[src/design/dvtu_pkg.sv]
// ----------------------------------------------------------------------------
// dvtu_pkg
// Types and constants shared by the distance vector table update block.
// ----------------------------------------------------------------------------
package dvtu_pkg;

  localparam int NODE_W = 7;

  localparam logic [1:0] OP_LINK = 2'd0;
  localparam logic [1:0] OP_ADV  = 2'd1;
  localparam logic [1:0] OP_READ = 2'd2;

  localparam logic [NODE_W-1:0] DIST_UNKNOWN   = 7'd127;
  localparam logic [NODE_W-1:0] DIST_MAX       = 7'd126;
  localparam logic [NODE_W-1:0] NODE_COUNT_RST = 7'd64;

  localparam int CMDQ_DEPTH = 4;
  localparam int CMDQ_PW    = $clog2(CMDQ_DEPTH);
  localparam int CMDQ_CW    = $clog2(CMDQ_DEPTH + 1);

  typedef struct packed {
    logic [1:0]        opcode;
    logic [NODE_W-1:0] node_a;
    logic [NODE_W-1:0] node_b;
  } item_t;

  typedef struct packed {
    logic              known;
    logic [NODE_W-1:0] distance;
    logic [NODE_W-1:0] next_hop;
  } result_t;

  typedef enum logic [2:0] {
    KIND_LINK,
    KIND_ADV,
    KIND_READ,
    KIND_DIAG,
    KIND_ZERO
  } cmd_kind_e;

  typedef struct packed {
    cmd_kind_e         kind;
    logic [NODE_W-1:0] node_a;
    logic [NODE_W-1:0] node_b;
  } cmd_t;

  typedef struct packed {
    logic [NODE_W-1:0] hops;
    logic [NODE_W-1:0] next_hop;
  } entry_t;

  localparam int ENTRY_W = $bits(entry_t);

endpackage

[src/design/dvtu_front.sv]
// ----------------------------------------------------------------------------
// dvtu_front
// Accepts input words, classifies them and queues commands for the back end.
// ----------------------------------------------------------------------------
module dvtu_front import dvtu_pkg::*; (
  input  logic              clk_i,
  input  logic              rst_ni,
  input  logic [NODE_W-1:0] n_eff_i,
  input  logic              clearing_i,
  input  logic              push_i,
  input  item_t             item_i,
  output logic              full_o,
  output logic              cmd_valid_o,
  output cmd_t              cmd_o,
  input  logic              cmd_pop_i
);

  cmd_t                 q_mem_q [CMDQ_DEPTH];
  logic [CMDQ_PW-1:0]   wr_ptr_q, rd_ptr_q;
  logic [CMDQ_CW-1:0]   count_q;
  logic                 a_ok, b_ok, keep, wr_en, rd_en;
  cmd_kind_e            kind;

  assign a_ok = (item_i.node_a != '0) && (item_i.node_a <= n_eff_i);
  assign b_ok = (item_i.node_b != '0) && (item_i.node_b <= n_eff_i);

  always_comb begin
    kind = KIND_ZERO;
    keep = 1'b0;
    case (item_i.opcode)
      OP_LINK: begin
        kind = KIND_LINK;
        keep = a_ok && b_ok && (item_i.node_a != item_i.node_b);
      end
      OP_ADV: begin
        kind = KIND_ADV;
        keep = a_ok && b_ok && (item_i.node_a != item_i.node_b);
      end
      OP_READ: begin
        keep = 1'b1;
        if (!(a_ok && b_ok)) begin
          kind = KIND_ZERO;
        end else if (item_i.node_a == item_i.node_b) begin
          kind = KIND_DIAG;
        end else begin
          kind = KIND_READ;
        end
      end
      default: begin
        keep = 1'b0;
      end
    endcase
  end

  assign full_o      = (count_q == CMDQ_CW'(CMDQ_DEPTH)) || clearing_i;
  assign wr_en       = push_i && !full_o && keep;
  assign rd_en       = cmd_pop_i && cmd_valid_o;
  assign cmd_valid_o = (count_q != '0);
  assign cmd_o       = q_mem_q[rd_ptr_q];

  always_ff @(posedge clk_i or negedge rst_ni) begin
    if (!rst_ni) begin
      wr_ptr_q <= '0;
      rd_ptr_q <= '0;
      count_q  <= '0;
    end else begin
      if (wr_en) begin
        wr_ptr_q <= wr_ptr_q + 1'b1;
      end
      if (rd_en) begin
        rd_ptr_q <= rd_ptr_q + 1'b1;
      end
      if (wr_en && !rd_en) begin
        count_q <= count_q + 1'b1;
      end else if (!wr_en && rd_en) begin
        count_q <= count_q - 1'b1;
      end
    end
  end

  always_ff @(posedge clk_i) begin
    if (wr_en) begin
      q_mem_q[wr_ptr_q] <= '{kind: kind, node_a: item_i.node_a, node_b: item_i.node_b};
    end
  end

endmodule

[config.mk]
export PLATFORM = sky130hd
export DESIGN_NAME = dvtu_front
export DESIGN_NICKNAME = d
export VERILOG_FILES = /design/src/design/dvtu_pkg.sv /design/src/design/dvtu_front.sv
export SDC_FILE = /design/constraint.sdc
export NUM_CORES = 1
export LEC_CHECK = 0
export ABC_CLOCK_PERIOD_IN_PS = 3600
export BUFFER_PORTS_ARGS = -buffer_cell sky130_fd_sc_hd__buf_2
export CELL_PAD_IN_SITES_DETAIL_PLACEMENT = 0
export CELL_PAD_IN_SITES_GLOBAL_PLACEMENT = 1
export CORE_MARGIN = 2
export CORE_UTILIZATION = 40
export CTS_BUF_LIST = sky130_fd_sc_hd__clkbuf_2
export CTS_CLUSTER_SIZE = 30
export DETAILED_ROUTE_END_ITERATION = 10
export HOLD_SLACK_MARGIN = 0.08
export PLACE_DENSITY_LB_ADDON = 0.1
export SLEW_MARGIN = 20
export SYNTH_ARGS = -nofsm -noshare
export SYNTH_HDL_FRONTEND = slang
export SYNTH_SLANG_ARGS = --single-unit
[constraint.sdc]
create_clock -name clk_i -period 3.6 [get_ports clk_i]
set_input_delay 0.18 -clock clk_i [delete_from_list [all_inputs] [get_ports clk_i]]
set_output_delay 0.18 -clock clk_i [all_outputs]
set_load 0.02 [all_outputs]
**Word level (Yosys, flattened, before mapping)**

Memories as Yosys holds them, arrays and structs flattened.
Index checks and enable logic that the tools add are counted.

- Register bits: 7
- RAM bits: 68
- Input bits: 28
- Output and inout port bits: 19
- Word-level logic and storage cells: 42
- Memories: 1

Memory list:

| name | words | bits a word | rd ports | clocked after memory_dff | write ports | RTL line | source |
|---|---|---|---|---|---|---|---|
| q_mem_q | 4 | 17 | 1 | 0 | 1 | dvtu_front.sv:18 | `cmd_t q_mem_q [CMDQ_DEPTH];` |

- Add/sub/neg operators: 4
- Order comparisons: 2
- Equality and inequality tests: 5
- Muxes and demuxes: 8
- Reduce and logical (&&, ||, !) cells: 19

Operator list:

| cell | number |
|---|---|
| <= comparator 7 bit | 2 |
| nonzero test 7 bit | 2 |
| logical AND 1 bit | 9 |
| two-way mux 3 bit | 3 |
| one-hot mux 3 bit (3 select lines) | 1 |
| == test 7 bit | 1 |
| inequality test 7 bit | 1 |
| adder 2 x 1 -> 2 bit, second input constant | 2 |
| adder 3 x 1 -> 3 bit, second input constant | 1 |
| == test 3 bit, second input constant | 1 |
| zero test 1 bit | 3 |
| two-way mux 1 bit | 3 |
| nonzero test 3 bit | 1 |
| subtractor 3 x 1 -> 3 bit, second input constant | 1 |
| == test 2 x 1 -> 1 bit, second input constant | 1 |
| == test 2 bit, second input constant | 1 |
| zero test 2 bit | 1 |
| one-hot mux 1 bit (2 select lines) | 1 |
| nonzero test 2 bit | 1 |
| OR reduction 2 bit | 1 |
| logical OR 1 bit | 1 |

**Longest topological paths before layout**

Gate-level depths: netlist (run 1).

- Depth after elaboration: 10
- Mapped depth: 14
- Gate-level depth less buffers: 14

**Worst setup path after synthesis (run 1)**

Ideal clock, no wire load.

- Kind: input to register
- Start point: input n_eff_i[3]
- End point: register count_q[2]
- Setup time: 79 ps
- Arrival time: 2441 ps
- Required time: 3521 ps
- Setup slack: 1080 ps
- Stages on the path: 14
- Buffers on the path: 0
- Cells stage by stage: inv_1 ha_1 and4_1 nand2b_1 a221oi_2 o211a_4 a21oi_4 nor2_1 ha_1 inv_1 fa_1 xor2_1 nor2_1 xor2_1

- Cells in the longest elaborated chain, start to end: 9
- Elaborated cells on any way between the ends: 13
- Those cells by class: 2 x order compare; 2 x mux; 9 x reduce/logical

RTL lines:

| what | RTL line | source |
|---|---|---|
| from (decl) | dvtu_front.sv:8 | `input logic [NODE_W-1:0] n_eff_i,` |
| <= comparator 7 bit, on equally long branches | dvtu_front.sv:24, dvtu_front.sv:25 |  |
| logical AND 1 bit, on equally long branches | dvtu_front.sv:24, dvtu_front.sv:25 |  |
| logical AND 1 bit * (2 in series) | dvtu_front.sv:33, dvtu_front.sv:37 |  |
| one-hot mux 1 bit (2 select lines) * | dvtu_front.sv:30 | `case (item_i.opcode)` |
| logical AND 1 bit * | dvtu_front.sv:56 | `assign wr_en = push_i && !full_o && keep;` |
| via wr_en | dvtu_front.sv:21 | `logic a_ok, b_ok, keep, wr_en, rd_en;` |
| zero test 1 bit | dvtu_front.sv:75 | `end else if (!wr_en && rd_en) begin` |
| logical AND 1 bit | dvtu_front.sv:75 |  |
| nonzero test 2 bit (no line) | - |  |
| to (signal assigned) | dvtu_front.sv:74 | `count_q <= count_q + 1'b1;` |
| to (signal assigned) | dvtu_front.sv:76 | `count_q <= count_q - 1'b1;` |
| to (decl) | dvtu_front.sv:20 | `logic [CMDQ_CW-1:0] count_q;` |

Mark *: on every way through the listed nets, which the timed path passes. The rest lies on a longest branch.
A chain may end at the register's enable or synchronous reset.

**Final worst setup path (run 1)**

- Start point: input item_i[3] in the netlist's numbering
- End point: register count_q[2]

- Cells in the longest elaborated chain, start to end: 9
- Elaborated cells on any way between the ends: 13
- Those cells by class: 1 x order compare; 1 x eq/ne; 2 x mux; 9 x reduce/logical

RTL lines:

| what | RTL line | source |
|---|---|---|
| from (decl) | dvtu_front.sv:11 | `input item_t item_i,` |
| <= comparator 7 bit / nonzero test 7 bit (equally long branches) | dvtu_front.sv:25 | `assign b_ok = (item_i.node_b != '0) && (item_i.node_b <= n_eff_i);` |
| logical AND 1 bit | dvtu_front.sv:25 |  |
| logical AND 1 bit | dvtu_front.sv:33, dvtu_front.sv:37 |  |
| logical AND 1 bit * | dvtu_front.sv:33, dvtu_front.sv:37 |  |
| one-hot mux 1 bit (2 select lines) * | dvtu_front.sv:30 |  |
| logical AND 1 bit * | dvtu_front.sv:56 |  |
| via wr_en | dvtu_front.sv:21 |  |
| zero test 1 bit | dvtu_front.sv:75 |  |
| logical AND 1 bit | dvtu_front.sv:75 |  |
| nonzero test 2 bit (no line) | - |  |

Marks and branches as above.

==> impl.org, run 1 <==
** Synthesis
- Synthesis-stage register bit count :: 75
- For this run, the register share of the synthesized area comes to 63.8%.
- After synthesis the cells add up to 0.00348 mm^2.
- In this run, synthesis inferred 68 flip-flops with an integrated enable.
- The number of nets in the synthesized netlist is 254.
- In the post-synthesis netlist, the biggest area contributors are edfxtp_1, mux4_2, ha_1.
- Yosys printed 0 warnings.
- In the synthesized netlist, the number of instances is 206.
- For this run, the leading register cell type out of synthesis is edfxtp_1.
- Async set or reset register ratio after synthesis :: 9.33%
- Top-area cell type share of the netlist area :: 58.7%
- Syn Area/Cell :: 16.9 um^2
- Yosys top cell by area :: edfxtp_1
- Count of distinct cell types in the synthesized netlist :: 40
- Sorting the synthesized cells by how often they occur yields edfxtp_1, ha_1, mux4_2.
- Leading cell type by number of instances after synthesis :: edfxtp_1

** Routing
- After detailed routing, the number of vias per cell comes to 5.10.
- DRT Pass-1 Iters :: 4
- Post-route DRC violation count :: 0
- Drt wl/cell :: 17.9 um
- The first routing iteration left 60 violations.
- Summed over all layers, the routed wires come to 7.05 mm.
- Remaining antenna violation count :: 0
- Summing over every cut layer, the via total after detailed routing is 2006.

** Clock tree
- After clock tree synthesis, the clock-pin slew on the worst setup and hold paths is 0.19 ns.
- For the worst-skew pair, the clock arrives at the later sink with an insertion delay of 0.50 ns.
- Depth of the CTS H-tree :: 3
- The longest clock path from root to sink contains 2 buffers.
- TritonCTS built the clock tree.
- CTS buffer count :: 9
- In this run the post-CTS setup repair buffer count came out at 0.
- For this design, the sink count on the clock tree is 75.
- Buffer type at the clock tree root :: clkbuf_2

** Final layout
- Layout Area Growth over Synthesis :: 20.9%
- Of the cells placed in the final design, the portion with a size suffix greater than 1 is 32.3%.
- Non-filler instance count after layout :: 393
- At the end of the flow, the number of nets in the layout was 328.
- Filler Cells Inserted :: 750
- The repair_antennas step left the layout with diodes totalling 0.

** Global route
- Largest net degree at the start of global routing :: 19
- Global-route usage over all layers :: 16.2%
- Summed over all layers, the global routing overflow is 0.
- For this run, global-route usage on met1 was measured as 21.7%.
- Via count of the first global-routing pass :: 2238
- Global routing consumed, on the met3 layer, 3.67% of the routing resources.
- After global routing, the most crowded layer is met2.
- The first global-routing pass estimated 11.6 mm of wire.
- Global routing used 26.5% of the available met2 tracks.
- The number of antenna violations at the first check in global routing was 0.

** STA
- Final worst path period share :: 79.4%
- Worst max-slew margin expressed relative to the limit :: 41.0%
- Setup violations remaining at the end of the flow were counted as 0.
- Setup repair after global routing left no endpoint under its margin.
- At the pin with the least slew margin, the transition time is 0.886 ns.
- Timing-limited maximum frequency :: 350 MHz
- Number of max-slew violations in the final report :: 0
- Final count of hold timing violations :: 0
- Time the final worst path needs with I/O delays and setup :: 2.86 ns
- Final sum of negative setup slack :: 0 ns
- The clock arrives with 0.0274 ns of skew.

** Hold path
- Hold Crit Class :: input port to flip-flop

** Power and ir drop
- Leakage Power :: 0.00156 uW
- The worst-case IR drop observed on VDD is 0.201 mV.
- In this run the power density over the cells is 594 mW/mm^2.

** Setup path
- Worst Path Arrival :: 3.28 ns
- Worst Setup End Kind :: flip-flop
- Data on the critical path is required at its endpoint by 4.03 ns.
- The critical path in this run is classified as input port to flip-flop.
- Along the worst path, the maximum fanout reaches 7.
- The worst setup path is launched from an input port.

** Placement
- Total of buffers placed on input and output ports :: 46
- Routability-driven placement finished with a final weighted congestion of 0.752.
- Number of placed instances with taps included :: 359
- Detailed placement finished with a half-perimeter wire length of 4.83 mm.

** Die
- X dimension of the die :: 97.2 um
- The core region is 0.00855 mm^2.
- Measured along the y axis, the die boundary spans 97.2 um.
- Initial core utilization :: 40.6%
- Die footprint :: 0.00945 mm^2
- Total I/O pin count :: 47
- Row generation in the floorplan step produced 34 rows.

** Outcome
- Run status :: finished, final reports clean

** Job
- The tool flagged a number of max-cap violations equal to 0.
## timing repair
action / 4_1_cts / 5_1_grt
gates resized for setup: 0 / 0
endpoints found under the setup margin: 0 / 0
hold buffers: 17 / 1
endpoints found under the hold margin: 65 / 2
## critical path, stage by stage
cell,delay [ns]
dlygate4sd3_1,0.54
buf_2,0.18
ha_1,0.32
and4_1,0.22
nand2b_1,0.07
a221oi_2,0.26
o211a_4,0.27
a21oi_4,0.08
nor2_1,0.11
ha_1,0.19
inv_1,0.06
fa_1,0.38
xor2_1,0.17
nor2_1,0.11
xor2_1,0.15
## path summary, 6_finish.rpt
kind | from | end | slack (ns) | depth (start not counted)
worst max-delay path | item_i[3] | count_q[2] | 0.74 | 15
worst min-delay path | push_i | wr_ptr_q[0] | 0.14 | 4
worst max register to register | count_q[0] | q_mem_q[1][11] | 1.37 | 6
worst min register to register | count_q[2] | count_q[2] | 0.50 | 1
max in group asynchronous | rst_ni | wr_ptr_q[1] | 2.74 | 3
min in group asynchronous | rst_ni | count_q[0] | 0.62 | 3
## kinds of logic (layout without fill, tap and decap cells)
| kind of cell | Yosys count | count (layout) | synth area share, % |
|---|---|---|---|
| flip-flops | 75 | 75 | 63.8 |
| AND/OR/NAND/NOR | 46 | 46 | 7.70 |
| adder cells (fa/ha/maj) | 20 | 20 | 7.42 |
| multiplexers | 19 | 19 | 11.6 |
| buffers and inverters | 18 | 97 | 2.02 |
| AO/OA/AOI/OAI | 16 | 16 | 4.43 |
| XOR/XNOR | 12 | 12 | 3.02 |
## sequential cells by signal, summed over array words and instances (netlist names)
| signal | cells |
|---|---|
| wr_ptr_q | 2 |
| rd_ptr_q | 2 |
| q_mem_q | 68 |
| count_q | 3 |
## report_power, final
part | switching (uW) | leakage [uW] | internal [uW]
sequential | 96.6 | 0.000695 | 1040
combinational | 445 | 0.000791 | 402
clock | 289 | 0.0000770 | 227
total | 831 | 0.00156 | 1670
## cell usage in the layout (no fill, tap or decap), drive strengths merged, types with 2 or more instances in the layout
cell / netlist / final
nand4: 4 / 4
and3: 2 / 2
clkinv: 0 / 3
nor4: 3 / 3
nand3: 7 / 7
ha: 19 / 19
dlygate4sd3: 0 / 18
mux4: 17 / 17
nor2: 10 / 10
nor3: 2 / 2
inv: 12 / 12
buf: 4 / 51
a221oi: 2 / 2
clkbuf: 2 / 10
a21oi: 6 / 6
o311ai: 2 / 2
xor2: 6 / 6
nor2b: 3 / 3
bufinv: 0 / 2
dfrtp: 7 / 7
nand2: 8 / 8
edfxtp: 68 / 68
and4: 2 / 2
xnor2: 6 / 6
## area by class of cell
cell class              instances  area (um^2)  share of cell area, %
flip-flops and latches         75         2220                   52.8
multi-input cells             113         1190                   28.3
repair buffers                 69          485                   11.6
well taps                     108          135                   3.22
clock inverters                 6         80.1                   1.91
clock buffers                  10         50.0                   1.19
inverters                      12         45.0                   1.07
## stage by stage
step	utilization (%)	area, um^2	hold WS, ns	total power (uW)	setup WS, ns
2_1_floorplan	-	3480	-0.116	1740	1.08
3_3_place_gp	45.5	3890	0.0264	2000	0.826
3_5_place_dp	45.5	3890	0.0263	2000	0.777
4_1_cts	49.0	4190	0.0802	2530	0.792
5_1_grt	49.1	4200	0.0980	2650	0.585
6_report	49.1	4200	0.138	2500	0.742
## metal layers
layer / vias up / wire [um]
met5: - / 0
met4: 0 / 82
met3: 6 / 265
met2: 37 / 3360
met1: 1004 / 3340
li1: 959 / -
Note: power is estimated with default switching activity, not from simulation.
==> run 2: changes to the inputs <==
Settings changed: ABC_CLOCK_PERIOD_IN_PS 3600 to 2500.
Clock period 3.6 ns to 2.5 ns, I/O delays scaled along.
==> run 2 against run 1 <==
Net effect: worst setup slack got worse by 0.71 ns; first-iteration DRC count decreased by 6.7%; clock power increased by 50%; total power increased by 49%; global-route usage about the same; via count increased by 4.7%; die area unchanged; register-to-register slack got worse by 1.1 ns; critical path depth decreased by 2; sequential share of layout area decreased by 4.3 points; utilization increased by 4.3 points; critical endpoint is now count_q[1].
==> impl.org, run 2 (synthesis results as in run 1) <==
** Final layout
- Commonest non-fill, non-tap cell in the layout :: edfxtp_1
- Leaving out fill and tap cells, the most frequent cells in the layout are edfxtp_1, buf_2, buf_4.
- Register Area :: 0.00222 mm^2
- Largest register by flop count :: q_mem_q
- In the final layout, the registers with the most flip-flops are q_mem_q x68, count_q x3.
- Layout Area Growth over Synthesis :: 31.6%
- Antenna fix cells :: 0
- Post-route core utilization :: 53.5%
- Max reg flops :: 68
- The multi-input combinational cells in the finished layout cover a total of 0.00124 mm^2.
- Share of layout cells above drive strength 1 :: 42.1%
- Filler Cells Inserted :: 734
- Final design area excluding fillers :: 0.00457 mm^2
- The net count of the finished layout is 361.

** Clock tree
- CTS buffer count :: 9
- After clock tree synthesis, the clock-pin slew on the worst setup and hold paths is 0.20 ns.
- The H-tree was split into 3 levels.
- CTS saw 75 sinks.
- Clock latency on the worst-skew pair :: 0.48 ns
- CTS tree :: built
- Buffer type at the clock tree root :: clkbuf_2
- Buffer depth of the longest clock path :: 2

** Setup path
- STA classifies the critical path startpoint as an input port.
- Required time of the worst setup path :: 2.90 ns
- The worst setup path is captured at a flip-flop.
- Worst reg2reg path endpoint :: wr_ptr_q[0]
- Worst setup path category :: input port to flip-flop
- Setup slack of the most critical reg-to-reg path :: 0.27 ns
- For the worst setup path, the data arrival time is 2.87 ns.
- In this run the critical register-to-register path is launched from count_q[0].
- Largest fanout on the critical path :: 6
- The number of cells on the worst reg-to-reg path is 7.

** Power and ir drop
- Switching power as a share of total power :: 33.1%
- Fraction of power consumed by sequential logic :: 41.8%
- Cell-internal power :: 2490 uW
- Leakage Power :: 0.00176 uW
- The analysis attributes to net switching a power of 1230 uW.
- In this run, the combinational gates consume 37.4% of the power.
- PD cells :: 814 mW/mm^2
- Proportion of power drawn by the clock network :: 20.8%
- Max IR drop VDD :: 0.334 mV

** STA
- For this run, the top clock speed supported by timing is 405 MHz.
- The worst pin sits at a relative slew slack of 74.5%.
- Max Clock Skew :: 0.0135 ns
- Final worst path period share :: 98.8%
- For the pin with the worst max-slew slack, the measured transition is 0.379 ns.
- Final setup violation count :: 0
- Number of max-slew violations in the final report :: 0
- The final number of hold-violating endpoints came to 0.
- Time the final worst path needs with I/O delays and setup :: 2.47 ns
- Across all hold checks on the routed design, the worst slack comes to 0.209 ns.

** Hold path
- Counting instances, the worst hold path has a depth of 6.
- Launch instance of the worst min-delay path :: clearing_i
- Hold Crit Class :: input port to flip-flop
- Hold Crit Endpoint :: wr_ptr_q[1]

** Die
- The floorplan has 34 rows.
- In this run the standard cell core region covers 0.00855 mm^2.
- X dimension of the die :: 97.2 um
- The initial utilization of the core area, before any placement, comes to 40.6%.
- In this run the vertical extent of the chip is 97.2 um.
- Die footprint :: 0.00945 mm^2
- For this design the top-level I/O count stands at 47.

** Global route
- Entering global routing, the biggest net connects 19 pins.
- Antenna violations before repair :: 0
- Global routing finished with a remaining overflow of 0.
- Global-route usage over all layers :: 16.2%
- The first global-routing pass estimated 11.7 mm of wire.
- The via count of the first global-routing pass is 2202.

** Routing
- DRC violation total after the first TritonRoute iteration :: 56
- Total Routed Length :: 7.33 mm
- After detailed routing, the number of vias per cell comes to 4.93.
- Drt wl/cell :: 17.2 um
- Post-route DRC violation count :: 0
- DRT Pass-1 Iters :: 5
- Vias after detailed routing :: 2101
- In this run the remaining antenna-violating nets after routing total 0.

** Job
- Max-capacitance violation count :: 0

** Placement
- In this run the cell area measured after placement is 0.00415 mm^2.
- At the end of routability-driven placement, the weighted congestion stood at 0.781.
- The count of buffers added on input and output ports is 46.
- The HPWL after detailed placement is 5.02 mm.

** Outcome
- Run status :: finished, final reports clean
==> run 2: cell types whose count changed in the layout (fill, tap and decap cells not counted), sizes merged <==
| cell | change |
|---|---|
| dlymetal6s4s | +1 |
| clkinvlp | -1 |
| inv | +1 |
| dlygate4sd3 | +2 |
| buf | +30 |
==> run 2: layout make-up <==
| cell class | count | share of cell area (%) |
|---|---|---|
| clock buffer | 10 | 1.09 |
| tap | 108 | 2.95 |
| sequential | 75 | 48.5 |
| timing repair buffer | 102 | 17.4 |
| inverter | 12 | 0.985 |
| clock inverter | 6 | 1.92 |
| multi-input combinational | 113 | 27.2 |
==> run 2: critical path: stages <==
cell and delay [ns]:
dlygate4sd3_1 0.55, buf_6 0.14, ha_2 0.31, nand4_1 0.15, a21oi_2 0.15, nor3_2 0.05, o211a_4 0.26, a21oi_4 0.16
nor2_2 0.06, ha_2 0.19, inv_2 0.05, fa_2 0.41, mux2_2 0.26
==> run 2: how the worst max path moves through the flow <==
stage | startpoint | to | cells after the start | slack, ns
floorplan | n_eff_i[3] | count_q[2] | 14 | 0.03
global placement | n_eff_i[2] | count_q[2] | 15 | -0.06
detailed placement | n_eff_i[3] | count_q[2] | 15 | -0.15
CTS | item_i[3] | count_q[1] | 13 | 0.02
global route | item_i[10] | count_q[1] | 13 | -0.01
finish | item_i[10] | count_q[1] | 13 | 0.03
==> run 2: what timing repair did <==
| action | 4_1_cts | 5_1_grt |
|---|---|---|
| setup endpoints to repair | 0 | 2 |
| hold buffers | 21 | 1 |
| setup buffers | 0 | 2 |
| hold endpoints to repair | 79 | 4 |
| resized for setup | 0 | 18 |
==> run 2: power groups by stage <==
stage          registers [uW]  logic [uW]  clock network, uW
6_report                 1560        1390                773
5_1_grt                  1570        1510                845
4_1_cts                  1560        1410                791
3_5_place_dp             1590        1370                  0
3_3_place_gp             1590        1370                  0
2_1_floorplan            1570         937                  0
==> run 2: metal layers <==
metal | vias up | part of all wire, % | GRT usage [%]
met5 | - | 0 | 0
met4 | 0 | 0.38 | 4.17
met3 | 2 | 3.4 | 3.67
met2 | 39 | 50 | 26.8
met1 | 1033 | 46 | 21.8
li1 | 1027 | - | -
==> run 2: through the flow <==
step,cells,setup TNS (ns),power [uW],worst slack (ns)
2_1_floorplan,206,0,2510,0.0348
3_3_place_gp,388,-0.105,2950,-0.0638
3_5_place_dp,388,-0.225,2950,-0.151
4_1_cts,425,0,3760,0.0169
5_1_grt,426,-0.0123,3930,-0.0123
6_report,426,0,3720,0.0300
==> run 3: changes to the inputs <==
Settings changed: BUFFER_PORTS_ARGS -buffer_cell sky130_fd_sc_hd__buf_2 to default, DONT_BUFFER_PORTS from default to 1.
==> run 3 against run 2 <==
Net effect: fmax rose by 9.6%; design area fell by 11%; via count fell by 9.1%; highest routed layer unchanged; largest cell class unchanged; sequential share of layout area rose by 5.7 points; worst setup slack improved by 0.22 ns; critical path depth fell by 5; die area did not move; wire length fell by 3.2%; first-iteration DRC count rose by 5.4%; utilization fell by 5.6 points; sequential power rose by 4%; register-to-register slack got worse by 0.02 ns.
==> impl.org, run 3 (synthesis results as in run 1) <==
** Outcome
- The flow ran to the end, and the final reports show no timing, DRC or antenna violations.

** Final layout
- Largest regs :: q_mem_q x68, count_q x3
- Antenna fix cells :: 0
- After the flow finishes, the layout carries non-filler instances totaling 356.
- Max reg flops :: 68
- Relative to the synthesized area, the layout overhead comes to 17.7%.
- Commonest cells after routing, fill and taps aside :: edfxtp_1, dlygate4sd3_1, ha_1
- Final #Nets :: 291
- Cells with a size suffix above 1 make up 21.0% of the layout.
- q_mem_q holds more flip-flops than any other register.
- Commonest non-fill, non-tap cell in the layout :: edfxtp_1
- Cells fill 47.9% of the core in the end.

** Global route
- The via count of the first global-routing pass is 2141.
- Global-route usage over all layers :: 16.3%
- For this run the aggregate overflow at the end of global routing stands at 0.
- Antenna violations before repair :: 0
- Entering global routing, the biggest net connects 19 pins.
- The first global-routing pass estimated 11.5 mm of wire.

** Setup path
- STA classifies the critical path endpoint as a flip-flop.
- Cell with the most instances on the worst path :: xor2_1
- For this design, the slowest cell found on the critical path is or3_1.
- By startpoint and endpoint, the worst setup path is classified as flip-flop to flip-flop.
- STA puts the critical path data required time at 2.95 ns.
- STA puts the critical path data arrival time at 2.70 ns.
- Critical path's largest stage delay :: 0.50 ns
- Largest fanout on the critical path :: 4
- STA classifies the critical path startpoint as a flip-flop.
- CP Cell Sequence :: or3_1, nand2_1, ha_1, inv_1, fa_1, xor2_1, nor2_1, xor2_1

** Die
- The die covers 0.00945 mm^2.
- In this run the vertical extent of the chip is 97.2 um.
- Once the floorplan was initialized, standard cells occupied 40.6% of the core.
- Core Region :: 0.00855 mm^2
- The floorplan has 34 rows.
- The die is 97.2 um wide.
- For this design the top-level I/O count stands at 47.

** Clock tree
- CTS tree :: built
- Post-CTS timing repair inserted 0 buffers for setup.
- Clock input transition at the sequential cells of the worst setup and hold paths :: 0.21 ns
- Once the clock tree was built, the resizer swapped 0 gates to a different size.
- CTS buffer count :: 9
- Depth of the CTS H-tree :: 3
- Clock latency on the worst-skew pair, taken at its later pin, is 0.50 ns.
- The longest clock path from root to sink contains 2 buffers.
- The clock drives 75 sinks.
- After clock tree synthesis, the flow added hold-fix buffers numbering 22.
- Clock tree synthesis selected as its root buffer the cell clkbuf_2.

** Placement
- Including well taps, the total number of placed cells is 318.
- Buffers placed on the I/O ports in this run total 0.
- At the end of routability-driven placement, the weighted congestion stood at 0.754.
- HPWL reported at the end of detailed placement :: 4.76 mm

** STA
- Number of max-slew violations in the final report :: 0
- Setup violations remaining at the end of the flow were counted as 0.
- Clock skew on the completed layout was measured at 0.0291 ns.
- Dividing the final minimum period by the clock period gives 90.1%.
- Worst max-slew margin expressed relative to the limit :: 41.6%
- Unrepaired setup endpoints after global routing :: false
- Timing-limited maximum frequency :: 444 MHz
- Slew at the pin with the worst max-slew slack :: 0.877 ns
- The final number of hold-violating endpoints came to 0.
- The smallest clock period supported by the final layout is computed as 2.25 ns.

** Power and ir drop
- Leakage Power :: 0.00144 uW
- Max IR drop VDD :: 0.338 mV
- PD cells :: 875 mW/mm^2

** Routing
- DRC violation total after the first TritonRoute iteration :: 59
- In the routed design, unresolved DRC markers number 0.
- Across all layers, the routed design uses 1909 vias.
- Once detail routing completed, the nets flagged for antenna violations numbered 0.
- Drt wl/cell :: 19.9 um
- Total Routed Length :: 7.09 mm
- DRT Pass-1 Iters :: 4
- Vias per Instance :: 5.36

** Hold path
- The tightest min-delay check is of the input port to flip-flop type.

** Job
- Max-capacitance violation count :: 0
==> run 3: power by group <==
part           total [uW]  internal, uW  switching [uW]
clock                 842           430             412
combinational        1110           506             609
sequential           1620          1490             133
total                3580          2430            1150
==> run 3: worst paths after layout <==
check	startpoint	endpoint	slack (ns)	depth (start not counted)
max	count_q[0]	count_q[2]	0.25	8
min	item_i[8]	wr_ptr_q[1]	0.14	4
max reg2reg	count_q[0]	count_q[2]	0.25	8
min reg2reg	rd_ptr_q[0]	rd_ptr_q[0]	0.52	1
max in group asynchronous	rst_ni	wr_ptr_q[0]	1.81	2
min in group asynchronous	rst_ni	rd_ptr_q[0]	0.45	2
==> run 3: final cells by class <==
type	instances	area, um^2
fillers	755	4460
clock buffers	9	45.0
multi-input cells	113	1190
flip-flops and latches	75	2220
inverters	12	45.0
well taps	108	135
clock inverters	7	116
repair buffers	32	345
==> run 3: layer usage <==
layer  up-vias  wire length [um]  track usage [%]
met4         0               105             5.77
li1        880                 -                -
met5         -                 0                0
met1       970              3050             20.5
met3        10               347             4.39
met2        49              3580             27.2
==> run 3: critical path: cells and delay by family (launching register included) <==
family / cells / cell delay, ns
and+or+nand+nor: 3 / 0.78
adders and majority gates: 2 / 0.55
DFF: 1 / 0.48
xor gates and xnor gates: 2 / 0.34
buffers and inverters: 1 / 0.05
==> run 3: metrics by stage <==
step | TNS (ns) | total power [uW] | instance area (um^2) | worst slack, ns | hold slack, ns
final | 0 | 3580 | 4090 | 0.247 | 0.141
after global routing | 0 | 3790 | 4090 | 0.0495 | 0.117
after CTS | 0 | 3640 | 4090 | 0.209 | 0.0909
after detailed placement | -0.0690 | 2740 | 3710 | -0.0690 | -0.170
after global placement | 0 | 2690 | 3710 | 0.0374 | -0.170
after floorplan | 0 | 2510 | 3480 | 0.0348 | -0.171
